===== src/rtl/ssac_pkg.sv =====
// Shared types, constants and helper functions for the serial scheduled alarm clock.
// Used by ssac_ctrl, ssac_datapath and serial_scheduled_alarm_clock_unit; no dependencies.
package ssac_pkg;

	localparam int ALARM_ENTRIES_DEFAULT = 5;

	// Command buffer: command letter plus up to six digits.
	localparam int BUF_DEPTH = 7;
	localparam int FILL_W = $clog2(BUF_DEPTH + 1);
	localparam logic [FILL_W-1:0] FILL_TIME = FILL_W'(BUF_DEPTH);
	localparam logic [FILL_W-1:0] FILL_ENTRY = FILL_W'(6);
	localparam logic [FILL_W-1:0] FILL_COUNT = FILL_W'(2);

	localparam logic [7:0] TPS_RESET = 8'd20;
	localparam logic [7:0] SECONDS_PER_MINUTE = 8'd60;
	localparam logic [7:0] MINUTES_PER_HOUR = 8'd60;
	localparam logic [7:0] HOURS_PER_DAY = 8'd24;
	localparam int ACTIVE_RESET = 3;

	localparam logic [7:0] DIGIT_ZERO = 8'h30;
	localparam logic [7:0] CHAR_T_UPPER = 8'h54;
	localparam logic [7:0] CHAR_T_LOWER = 8'h74;
	localparam logic [7:0] CHAR_F_UPPER = 8'h46;
	localparam logic [7:0] CHAR_F_LOWER = 8'h66;
	localparam logic [7:0] CHAR_C_UPPER = 8'h43;
	localparam logic [7:0] CHAR_C_LOWER = 8'h63;
	localparam logic [7:0] CHAR_M_UPPER = 8'h4D;
	localparam logic [7:0] CHAR_M_LOWER = 8'h6D;
	localparam logic [7:0] CHAR_S_UPPER = 8'h53;
	localparam logic [7:0] CHAR_S_LOWER = 8'h73;

	typedef enum logic [2:0] {
		KIND_AUTO_FEED    = 3'd0,
		KIND_MANUAL_FEED  = 3'd1,
		KIND_TIME_SET     = 3'd2,
		KIND_ENTRY_SET    = 3'd3,
		KIND_COUNT_SET    = 3'd4,
		KIND_STATUS_HEAD  = 3'd5,
		KIND_STATUS_ENTRY = 3'd6
	} kind_t;

	// Operations the controller asks of the datapath.
	typedef enum logic [2:0] {
		OP_NONE,
		OP_ACCEPT,
		OP_TICK,
		OP_BYTE,
		OP_CHECK,
		OP_MASK,
		OP_FEED,
		OP_ENTRY
	} op_t;

	typedef struct packed {
		logic is_tick;
		logic roll;
		logic is_status;
		logic will_append;
		logic scan_empty;
		logic scan_end;
	} dp_status_t;

	// Two ASCII digits to a value, wrapping modulo 256 without any digit check.
	function automatic logic [7:0] two_digits(input logic [7:0] hi, input logic [7:0] lo);
		logic [7:0] d;
		d = hi - DIGIT_ZERO;
		return 8'((d << 3) + (d << 1) + (lo - DIGIT_ZERO));
	endfunction

	function automatic logic [7:0] alarm_hour_reset(input int i);
		case (i)
			0: return 8'd8;
			1: return 8'd13;
			2: return 8'd20;
			default: return 8'd0;
		endcase
	endfunction

	function automatic logic [7:0] alarm_minute_reset(input int i);
		case (i)
			1: return 8'd30;
			default: return 8'd0;
		endcase
	endfunction

endpackage


===== src/rtl/serial_scheduled_alarm_clock_unit.sv =====
// Top level of the serial scheduled alarm clock: controller and datapath joined together.
// Depends on ssac_pkg, ssac_ctrl and ssac_datapath.
//
// Usage. A transaction is offered on cmd and rx_byte with start; it is taken at a rising edge
// at which start is high and busy is low. cmd low is one timer tick, cmd high is one received
// serial byte. Results leave one at a time on kind, entry_index, out_hour, out_minute,
// out_second and already_passed, each valid for exactly one cycle while strobe is high, and
// last marks the final result of a transaction. A transaction may give no result at all.
// The receiver cannot stall the block, so results are never held back.
//
// Timing. A transaction is accepted in the idle state and carried out in the execute state;
// busy then falls and the next one can be taken. A byte that extends an open command adds a
// check state, a status request adds one entry step per alarm entry in use, and a tick that
// completes a minute adds a mask step and then one feed step per entry in use. The walk over
// the alarm table, one entry per cycle, sets the longest case. Each result is registered and
// appears in the cycle after the cycle that forms it.
//
// Write the ticks-per-second register (cfg_wr_en, cfg_wr_data) only while the block is idle; the
// block does not enforce this. Reset loads the register's default, clears the time, marks the clock
// unset and restores the default alarm table with three entries active; the block is ready at once.
module serial_scheduled_alarm_clock_unit #(
	parameter int ALARM_ENTRIES = ssac_pkg::ALARM_ENTRIES_DEFAULT
) (
	input  logic       clk,
	input  logic       arst_n,
	input  logic       start,
	output logic       busy,
	input  logic       cmd,
	input  logic [7:0] rx_byte,
	input  logic       cfg_wr_en,
	input  logic [7:0] cfg_wr_data,
	output logic       strobe,
	output logic [2:0] kind,
	output logic [2:0] entry_index,
	output logic [7:0] out_hour,
	output logic [7:0] out_minute,
	output logic [7:0] out_second,
	output logic       already_passed,
	output logic       last
);
	import ssac_pkg::*;

	op_t        op;
	dp_status_t sts;

	// The controller decides which operation the datapath performs in each cycle.
	ssac_ctrl u_ctrl (
		.clk    (clk),
		.arst_n (arst_n),
		.start  (start),
		.sts    (sts),
		.op     (op),
		.busy   (busy)
	);

	// The datapath holds all clock and table state and registers every result.
	ssac_datapath #(
		.ALARM_ENTRIES (ALARM_ENTRIES)
	) u_datapath (
		.clk            (clk),
		.arst_n         (arst_n),
		.op             (op),
		.sts            (sts),
		.cmd            (cmd),
		.rx_byte        (rx_byte),
		.cfg_wr_en      (cfg_wr_en),
		.cfg_wr_data    (cfg_wr_data),
		.strobe         (strobe),
		.kind           (kind),
		.entry_index    (entry_index),
		.out_hour       (out_hour),
		.out_minute     (out_minute),
		.out_second     (out_second),
		.already_passed (already_passed),
		.last           (last)
	);

	// An accepted transaction always occupies the block in the following cycle.
	assert property (@(posedge clk) disable iff (!arst_n) (start && !busy) |=> busy)
		else $error("accepted transaction did not make the block busy");

	// A result that is not the final one means the controller is still walking the transaction.
	assert property (@(posedge clk) disable iff (!arst_n) (strobe && !last) |-> busy)
		else $error("intermediate result shown while the block is idle");

	// After the final result no other result can follow in the next cycle.
	assert property (@(posedge clk) disable iff (!arst_n) (strobe && last) |=> !strobe)
		else $error("result directly after the final result of a transaction");

	// Only a status entry carries the already-passed flag.
	assert property (@(posedge clk) disable iff (!arst_n)
		(strobe && (kind != KIND_STATUS_ENTRY)) |-> !already_passed)
		else $error("already_passed set on a result that is not a status entry");

endmodule


===== src/rtl/ssac_ctrl.sv =====
// Controller state machine of the alarm clock: sequences each transaction through the datapath.
// Depends on ssac_pkg for the operation codes and the datapath status struct.
module ssac_ctrl (
	input  logic                 clk,
	input  logic                 arst_n,
	input  logic                 start,
	input  ssac_pkg::dp_status_t sts,
	output ssac_pkg::op_t        op,
	output logic                 busy
);
	import ssac_pkg::*;

	typedef enum logic [2:0] {
		ST_IDLE,
		ST_EXEC,
		ST_CHECK,
		ST_MASK,
		ST_FEED,
		ST_ENTRIES
	} state_t;

	state_t state_q;
	state_t state_d;
	logic   busy_q;

	always_comb begin
		state_d = state_q;
		op = OP_NONE;
		case (state_q)
			ST_IDLE: begin
				if (start) begin
					op = OP_ACCEPT;
					state_d = ST_EXEC;
				end
			end
			ST_EXEC: begin
				if (sts.is_tick) begin
					op = OP_TICK;
					state_d = (sts.roll && !sts.scan_empty) ? ST_MASK : ST_IDLE;
				end else begin
					op = OP_BYTE;
					if (sts.is_status && !sts.scan_empty) begin
						state_d = ST_ENTRIES;
					end else if (sts.will_append) begin
						state_d = ST_CHECK;
					end else begin
						state_d = ST_IDLE;
					end
				end
			end
			ST_CHECK: begin
				op = OP_CHECK;
				state_d = ST_IDLE;
			end
			ST_MASK: begin
				op = OP_MASK;
				state_d = ST_FEED;
			end
			ST_FEED: begin
				op = OP_FEED;
				if (sts.scan_end) begin
					state_d = ST_IDLE;
				end
			end
			ST_ENTRIES: begin
				op = OP_ENTRY;
				if (sts.scan_end) begin
					state_d = ST_IDLE;
				end
			end
			default: begin
				state_d = ST_IDLE;
			end
		endcase
	end

	always_ff @(posedge clk or negedge arst_n) begin
		if (!arst_n) begin
			state_q <= ST_IDLE;
			busy_q <= 1'b0;
		end else begin
			state_q <= state_d;
			busy_q <= (state_d != ST_IDLE);
		end
	end

	assign busy = busy_q;

endmodule


===== src/rtl/ssac_datapath.sv =====
// Datapath of the alarm clock: time of day, prescaler, command buffer, alarm table and result registers.
// Depends on ssac_pkg; driven by operations from ssac_ctrl.
module ssac_datapath #(
	parameter int ALARM_ENTRIES = ssac_pkg::ALARM_ENTRIES_DEFAULT
) (
	input  logic                 clk,
	input  logic                 arst_n,
	input  ssac_pkg::op_t        op,
	output ssac_pkg::dp_status_t sts,
	input  logic                 cmd,
	input  logic [7:0]           rx_byte,
	input  logic                 cfg_wr_en,
	input  logic [7:0]           cfg_wr_data,
	output logic                 strobe,
	output logic [2:0]           kind,
	output logic [2:0]           entry_index,
	output logic [7:0]           out_hour,
	output logic [7:0]           out_minute,
	output logic [7:0]           out_second,
	output logic                 already_passed,
	output logic                 last
);
	import ssac_pkg::*;

	localparam int IDX_W = (ALARM_ENTRIES > 1) ? $clog2(ALARM_ENTRIES) : 1;
	localparam int CNT_W = ($clog2(ALARM_ENTRIES + 1) > 2) ? $clog2(ALARM_ENTRIES + 1) : 2;
	localparam logic [CNT_W-1:0] ENTRIES_C = CNT_W'(ALARM_ENTRIES);
	localparam logic [7:0] ENTRIES_B = 8'(ALARM_ENTRIES);

	logic                     item_cmd_q;
	logic [7:0]               item_byte_q;
	logic [7:0]               tps_q;
	logic [7:0]               hour_q;
	logic [7:0]               minute_q;
	logic [7:0]               second_q;
	logic [7:0]               prescale_q;
	logic                     valid_q;
	logic [7:0]               buf_q [BUF_DEPTH];
	logic [FILL_W-1:0]        fill_q;
	logic [7:0]               alarm_hour_q [ALARM_ENTRIES];
	logic [7:0]               alarm_minute_q [ALARM_ENTRIES];
	logic [CNT_W-1:0]         active_q;
	logic [ALARM_ENTRIES-1:0] mask_q;
	logic [IDX_W-1:0]         idx_q;

	logic                     strobe_q;
	kind_t                    kind_q;
	logic [2:0]               index_q;
	logic [7:0]               hour_out_q;
	logic [7:0]               minute_out_q;
	logic [7:0]               second_out_q;
	logic                     passed_q;
	logic                     last_q;

	logic [CNT_W-1:0]         in_use;
	logic [7:0]               pre_inc;
	logic [7:0]               sec_inc;
	logic [7:0]               min_inc;
	logic [7:0]               hr_inc;
	logic [7:0]               hr_next;
	logic                     is_t, is_f, is_c, is_m, is_s;
	logic                     head_t, head_f, head_c;
	logic                     done_t, done_f, done_c;
	logic                     do_restart;
	logic                     will_append;
	logic [7:0]               num;
	logic                     num_ok;
	logic [IDX_W-1:0]         ent_sel;
	logic [7:0]               ld_hour, ld_minute, ld_second;
	logic [7:0]               ent_hour, ent_minute;
	logic [ALARM_ENTRIES-1:0] mask_d;
	logic                     rest_any;
	logic                     scan_end;
	logic [7:0]               cur_hour, cur_minute;
	logic                     cur_passed;
	logic [3:0]               idx_num;
	logic [3:0]               act_num;

	logic                     emit;
	kind_t                    e_kind;
	logic [2:0]               e_index;
	logic [7:0]               e_hour, e_minute, e_second;
	logic                     e_passed;
	logic                     e_last;

	assign in_use = (active_q < ENTRIES_C) ? active_q : ENTRIES_C;

	// Time of day arithmetic for one tick.
	assign pre_inc = prescale_q + 8'd1;
	assign sec_inc = second_q + 8'd1;
	assign min_inc = minute_q + 8'd1;
	assign hr_inc  = hour_q + 8'd1;
	assign hr_next = (hr_inc >= HOURS_PER_DAY) ? 8'd0 : hr_inc;

	// Classes of the received byte and of the buffered command letter.
	assign is_t = (item_byte_q == CHAR_T_UPPER) || (item_byte_q == CHAR_T_LOWER);
	assign is_f = (item_byte_q == CHAR_F_UPPER) || (item_byte_q == CHAR_F_LOWER);
	assign is_c = (item_byte_q == CHAR_C_UPPER) || (item_byte_q == CHAR_C_LOWER);
	assign is_m = (item_byte_q == CHAR_M_UPPER) || (item_byte_q == CHAR_M_LOWER);
	assign is_s = (item_byte_q == CHAR_S_UPPER) || (item_byte_q == CHAR_S_LOWER);

	assign head_t = (buf_q[0] == CHAR_T_UPPER) || (buf_q[0] == CHAR_T_LOWER);
	assign head_f = (buf_q[0] == CHAR_F_UPPER) || (buf_q[0] == CHAR_F_LOWER);
	assign head_c = (buf_q[0] == CHAR_C_UPPER) || (buf_q[0] == CHAR_C_LOWER);

	assign done_t = head_t && (fill_q == FILL_TIME);
	assign done_f = head_f && (fill_q == FILL_ENTRY);
	assign done_c = head_c && (fill_q == FILL_COUNT);

	// Before the clock is set only a time command opens the buffer.
	assign do_restart = valid_q ? (is_t || is_f || is_c) : is_t;
	assign will_append = item_cmd_q && (fill_q != '0) && !do_restart
		&& !(valid_q && (is_m || is_s));

	assign num     = buf_q[1] - DIGIT_ZERO;
	assign num_ok  = (num >= 8'd1) && (num <= ENTRIES_B);
	assign ent_sel = IDX_W'(num - 8'd1);

	assign ld_hour    = two_digits(buf_q[1], buf_q[2]);
	assign ld_minute  = two_digits(buf_q[3], buf_q[4]);
	assign ld_second  = two_digits(buf_q[5], buf_q[6]);
	assign ent_hour   = two_digits(buf_q[2], buf_q[3]);
	assign ent_minute = two_digits(buf_q[4], buf_q[5]);

	always_comb begin
		for (int i = 0; i < ALARM_ENTRIES; i++) begin
			mask_d[i] = (CNT_W'(i) < in_use) && (hour_q == alarm_hour_q[i])
				&& (minute_q == alarm_minute_q[i]);
		end
	end

	// Is there a further matching entry after the current scan position?
	always_comb begin
		rest_any = 1'b0;
		for (int j = 0; j < ALARM_ENTRIES; j++) begin
			if ((j > int'(idx_q)) && mask_q[j]) begin
				rest_any = 1'b1;
			end
		end
	end

	assign scan_end   = ((5'(idx_q) + 5'd1) >= 5'(in_use));
	assign cur_hour   = alarm_hour_q[idx_q];
	assign cur_minute = alarm_minute_q[idx_q];
	assign cur_passed = (hour_q > cur_hour) || ((hour_q == cur_hour) && (minute_q >= cur_minute));
	assign idx_num    = 4'(idx_q) + 4'd1;
	assign act_num    = 4'(active_q);

	always_comb begin
		sts.is_tick     = !item_cmd_q;
		sts.roll        = valid_q && !(pre_inc < tps_q) && !(sec_inc < SECONDS_PER_MINUTE);
		sts.is_status   = item_cmd_q && valid_q && is_s;
		sts.will_append = will_append;
		sts.scan_empty  = (in_use == '0);
		sts.scan_end    = scan_end;
	end

	always_comb begin
		emit = 1'b0;
		e_kind = KIND_AUTO_FEED;
		e_index = 3'd0;
		e_hour = hour_q;
		e_minute = minute_q;
		e_second = second_q;
		e_passed = 1'b0;
		e_last = 1'b1;
		case (op)
			OP_FEED: begin
				emit = mask_q[idx_q];
				e_index = idx_num[2:0];
				e_last = !rest_any;
			end
			OP_BYTE: begin
				if (valid_q && is_m) begin
					emit = 1'b1;
					e_kind = KIND_MANUAL_FEED;
				end else if (valid_q && is_s) begin
					emit = 1'b1;
					e_kind = KIND_STATUS_HEAD;
					e_index = act_num[2:0];
					e_last = (in_use == '0);
				end
			end
			OP_CHECK: begin
				if (done_t) begin
					emit = 1'b1;
					e_kind = KIND_TIME_SET;
					e_hour = ld_hour;
					e_minute = ld_minute;
					e_second = ld_second;
				end else if (done_f && num_ok) begin
					emit = 1'b1;
					e_kind = KIND_ENTRY_SET;
					e_index = num[2:0];
					e_hour = ent_hour;
					e_minute = ent_minute;
					e_second = 8'd0;
				end else if (done_c && num_ok) begin
					emit = 1'b1;
					e_kind = KIND_COUNT_SET;
					e_index = num[2:0];
					e_hour = 8'd0;
					e_minute = 8'd0;
					e_second = 8'd0;
				end
			end
			OP_ENTRY: begin
				emit = 1'b1;
				e_kind = KIND_STATUS_ENTRY;
				e_index = idx_num[2:0];
				e_hour = cur_hour;
				e_minute = cur_minute;
				e_second = 8'd0;
				e_passed = cur_passed;
				e_last = scan_end;
			end
			default: begin
			end
		endcase
	end

	always_ff @(posedge clk or negedge arst_n) begin
		if (!arst_n) begin
			tps_q <= TPS_RESET;
			hour_q <= 8'd0;
			minute_q <= 8'd0;
			second_q <= 8'd0;
			prescale_q <= 8'd0;
			valid_q <= 1'b0;
			fill_q <= '0;
			for (int i = 0; i < ALARM_ENTRIES; i++) begin
				alarm_hour_q[i] <= alarm_hour_reset(i);
				alarm_minute_q[i] <= alarm_minute_reset(i);
			end
			active_q <= CNT_W'(ACTIVE_RESET);
			idx_q <= '0;
			strobe_q <= 1'b0;
		end else begin
			strobe_q <= emit;
			if (cfg_wr_en) begin
				tps_q <= cfg_wr_data;
			end
			case (op)
				OP_TICK: begin
					if (valid_q) begin
						if (pre_inc < tps_q) begin
							prescale_q <= pre_inc;
						end else begin
							prescale_q <= 8'd0;
							if (sec_inc < SECONDS_PER_MINUTE) begin
								second_q <= sec_inc;
							end else begin
								second_q <= 8'd0;
								if (min_inc < MINUTES_PER_HOUR) begin
									minute_q <= min_inc;
								end else begin
									minute_q <= 8'd0;
									hour_q <= hr_next;
								end
							end
						end
					end
				end
				OP_BYTE: begin
					idx_q <= '0;
					if (do_restart) begin
						fill_q <= FILL_W'(1);
					end else if (will_append && (fill_q < FILL_TIME)) begin
						fill_q <= fill_q + 1'b1;
					end
				end
				OP_CHECK: begin
					if (done_t) begin
						hour_q <= ld_hour;
						minute_q <= ld_minute;
						second_q <= ld_second;
						valid_q <= 1'b1;
						fill_q <= '0;
					end else if (done_f) begin
						if (num_ok) begin
							alarm_hour_q[ent_sel] <= ent_hour;
							alarm_minute_q[ent_sel] <= ent_minute;
						end
						fill_q <= '0;
					end else if (done_c) begin
						if (num_ok) begin
							active_q <= CNT_W'(num);
						end
						fill_q <= '0;
					end
				end
				OP_MASK: begin
					idx_q <= '0;
				end
				OP_FEED, OP_ENTRY: begin
					if (!scan_end) begin
						idx_q <= idx_q + 1'b1;
					end
				end
				default: begin
				end
			endcase
		end
	end

	always_ff @(posedge clk) begin
		if (op == OP_ACCEPT) begin
			item_cmd_q <= cmd;
			item_byte_q <= rx_byte;
		end
		if (op == OP_BYTE) begin
			if (do_restart) begin
				buf_q[0] <= item_byte_q;
			end else if (will_append && (fill_q < FILL_TIME)) begin
				buf_q[fill_q] <= item_byte_q;
			end
		end
		if (op == OP_MASK) begin
			mask_q <= mask_d;
		end
		if (emit) begin
			kind_q <= e_kind;
			index_q <= e_index;
			hour_out_q <= e_hour;
			minute_out_q <= e_minute;
			second_out_q <= e_second;
			passed_q <= e_passed;
			last_q <= e_last;
		end
	end

	assign strobe         = strobe_q;
	assign kind           = kind_q;
	assign entry_index    = index_q;
	assign out_hour       = hour_out_q;
	assign out_minute     = minute_out_q;
	assign out_second     = second_out_q;
	assign already_passed = passed_q;
	assign last           = last_q;

endmodule


===== config.mk =====
export PLATFORM = sky130hd
export DESIGN_NAME = serial_scheduled_alarm_clock_unit
export DESIGN_NICKNAME = d
export VERILOG_FILES = /design/src/rtl/ssac_pkg.sv /design/src/rtl/serial_scheduled_alarm_clock_unit.sv /design/src/rtl/ssac_ctrl.sv /design/src/rtl/ssac_datapath.sv
export SDC_FILE = /design/constraint.sdc
export NUM_CORES = 1
export LEC_CHECK = 0
export BUFFER_PORTS_ARGS = -buffer_cell sky130_fd_sc_hd__buf_2
export CORE_UTILIZATION = 55
export CTS_CLUSTER_SIZE = 25
export DETAILED_ROUTE_END_ITERATION = 10
export GPL_ROUTABILITY_DRIVEN = 1
export PLACE_DENSITY = 0.72
export RECOVER_POWER = 50
export REMOVE_ABC_BUFFERS = 1
export SLEW_MARGIN = 20
export SYNTH_ARGS = -nofsm -noshare
export SYNTH_HDL_FRONTEND = slang
export SYNTH_SLANG_ARGS = --single-unit

===== constraint.sdc =====
create_clock -name clk -period 7 [get_ports clk]
set_clock_uncertainty 0.2 [all_clocks]
set_input_delay 1.4 -clock clk [delete_from_list [all_inputs] [get_ports clk]]
set_output_delay 1.4 -clock clk [all_outputs]
set_load 0.03 [all_outputs]

==> metrics.txt <==
Tcrit/Tclk final between 60% and 70%; Synth-to-Final Area Change 9.97%; vias per inst roughly 6; crit end category flip-flop; largest register by flop count u_datapath.buf_q; Rel. slew slack -8.92%; delay-heaviest family, CP compound AO/OA/AOI/OAI gates; clock buffer depth 3; Place WS 2.18 ns; Final #Nets 1,518; final worst slack 2.18 ns; routed len/inst about 21 um; Synth area leaders edfxtp_1 (21%), dfrtp_1 (21%), ha_1 (7.8%); clk sink count 236; failing checks max-capacitance violations, max-slew violations; Least-Margin Pin Slew about 1.6 ns; routability congestion estimate 0.936; clock root cell clkbuf_16; highest clock rate approximately 0.21 GHz; VDD IR-drop max 200 uV; Max-cap violations 1; Core ar. between 20,000 and 30,000 um^2; WS Path Type in2reg; cell area after synthesis 14,200 um^2; die width 163 um; WP buf/inv 1; CTS hold repair buffers 0; later-pin clock latency in the skew report 0.54 ns; final wirelength 35,700 um; crit path DAT just over 5 ns; status complete, but fails checks; first-pass GRT wire length 56,200 um; Iter 0 DRT Violations 1,041; number of synthesized flops with an enable pin between 100 and 150; setup repair after global routing missed its margin no; startpoint types primary input; cts bufs inserted 26; Site Rows 58; die height ~160 um; Mapped Avg Cell Area 10.5 um^2; CTS H-Tree Depth 1; Final Hold Fails 0; Post-synth ARST share 57.2%; sequential area share after synthesis 45.2%; drt drc 0; CP required 7.21 ns; Initial DRT Pass Iterations 5; Total GRT Usage between 20% and 30%; PD cells 224 nW/um^2; CP cell instances buf_2 -> nor4b_1 -> a311oi_1 -> o211a_4 -> nand4_4 -> or4_1 -> mux2_1; Slew Viols, Final 14; IO Count 55; vias in the first global route 10.2k; YS warnings 0; Netlist cell types 77; cell count after synthesis ~1.4k; max reg flops 55; Final Critical Period 4.82 ns; GRT overflow 0; Worst-path clk slew 0.06 ns; post-synthesis register bit count 236; antenna-violating nets left 0; initial antenna violation count 1; slowest CP cell a311oi_1; vias after detailed routing between 10k and 15k; biggest regs u_datapath.buf_q: 55 flops, u_datapath.alarm_hour_q: 40 flops, u_datapath.alarm_minute_q: 40 flops; Sum Neg Setup Slack 0 ns; area leader, netlist edfxtp_1; Crit Path Max Fanout 26; static leakage 6.54 nW; setup bufs post-CTS 0; die area around 26,000 um^2; Commonest cells post-synth nand2_1 (131), dfrtp_1 (121), o21ai_0 (105); CTS tree yes; final setup fails 0; share of cells above drive strength 1 9.76%; largest net degree at the start of global routing 77; count leader, synth nand2_1; starting density of the core around 56%; crit-path max cell delay 1.25 ns; top_reg_cell synth dfrtp_1; post-CTS sizing 0; Yosys top cell area share 21.3%; post-DP HPWL 26,200 um; Hold WC Path Type reg2reg; Buffers on Ports 54
[layer usage]
metal	vias up	routed length (um)	global-route usage (%)
li1	4895	-	-
met1	5102	15400	38.3
met2	439	16400	43.9
met3	89	2670	4.23
met4	0	1300	10.7
met5	-	0	0
[stage by stage]
step	cells	hold WS, ns	area, um^2	total power [mW]	utilization (%)
final	1734	0.300	15600	3.50	61.9
after floorplan	1289	0.269	13900	1.86	-
after global placement	1685	0.282	14700	2.00	58.2
after CTS	1733	0.301	15700	3.52	62.0
after global routing	1733	0.320	15600	3.61	61.9
after detailed placement	1685	0.292	14700	2.00	58.2
[final timing paths]
check / startpoint / to / slack (ns) / depth (start not counted)
setup / recovery: start / u_datapath.alarm_minute_q[18]$_DFFE_PN0P_ / 2.18 / 7
hold / removal: u_datapath.alarm_minute_q[28]$_DFFE_PN1P_ / u_datapath.alarm_minute_q[28]$_DFFE_PN1P_ / 0.30 / 2
setup reg to reg: u_ctrl.state_q[2]$_DFF_PN0_ / u_datapath.alarm_minute_q[18]$_DFFE_PN0P_ / 2.56 / 6
hold reg to reg: u_datapath.alarm_minute_q[28]$_DFFE_PN1P_ / u_datapath.alarm_minute_q[28]$_DFFE_PN1P_ / 0.30 / 2
max in group asynchronous: arst_n / u_datapath.idx_q[0]$_DFFE_PN0P_ / 4.60 / 2
min in group asynchronous: arst_n / u_datapath.alarm_minute_q[33]$_DFFE_PN0P_ / 0.69 / 1
[worst reg2reg max path, delay by kind of cell (launching register included)]
kind	cells	cell delay (ns)
muxes	1	0.47
AOI/OAI and AO/OA	2	1.74
and+or+nand+nor	3	1.43
DFF	1	0.47
[cell type report]
| class | instances | area (um^2) |
|---|---|---|
| multi-input cells | 968 | 7190 |
| flip-flops and latches | 236 | 6430 |
| repair buffers | 66 | 319 |
| well taps | 330 | 413 |
| inverters | 85 | 319 |
| fillers | 2107 | 9630 |
| diodes | 1 | 2.50 |
| clock inverters | 20 | 268 |
| clock buffers | 28 | 689 |
[power breakdown]
part,total [mW],internal [mW],switching (mW)
Sequential,1.60,1.53,0.0707
Combinational,0.373,0.120,0.253
Clock,1.52,0.936,0.586
Total,3.50,2.59,0.909
[cell families after synthesis]
kind of cell / share of synthesized area [%]
xor gates and xnor gates: 8.57
DFF: 45.2
and+or+nand+nor: 11.4
AOI/OAI and AO/OA: 13.9
muxes: 5.34
buffers and inverters: 4.24
adders and majority gates: 11.4
[placed cells by master (no fill, tap or decap), types with 17 or more instances in the layout]
| cell | n |
|---|---|
| o21ai_0 | 105 |
| nand3_1 | 25 |
| dfrtp_1 | 120 |
| nor4_1 | 19 |
| buf_2 | 18 |
| mux2_2 | 28 |
| a21oi_1 | 74 |
| clkbuf_16 | 27 |
| a21o_1 | 23 |
| nor3_1 | 19 |
| nor2_1 | 59 |
| clkbuf_1 | 36 |
| mux2i_1 | 32 |
| nand2_1 | 131 |
| xor2_1 | 78 |
| edfxtp_1 | 101 |
| fa_1 | 25 |
| ha_1 | 89 |
| xnor2_1 | 61 |
| a22o_1 | 17 |
| inv_1 | 85 |
No activity file was read; power rests on OpenSTA's default activity.
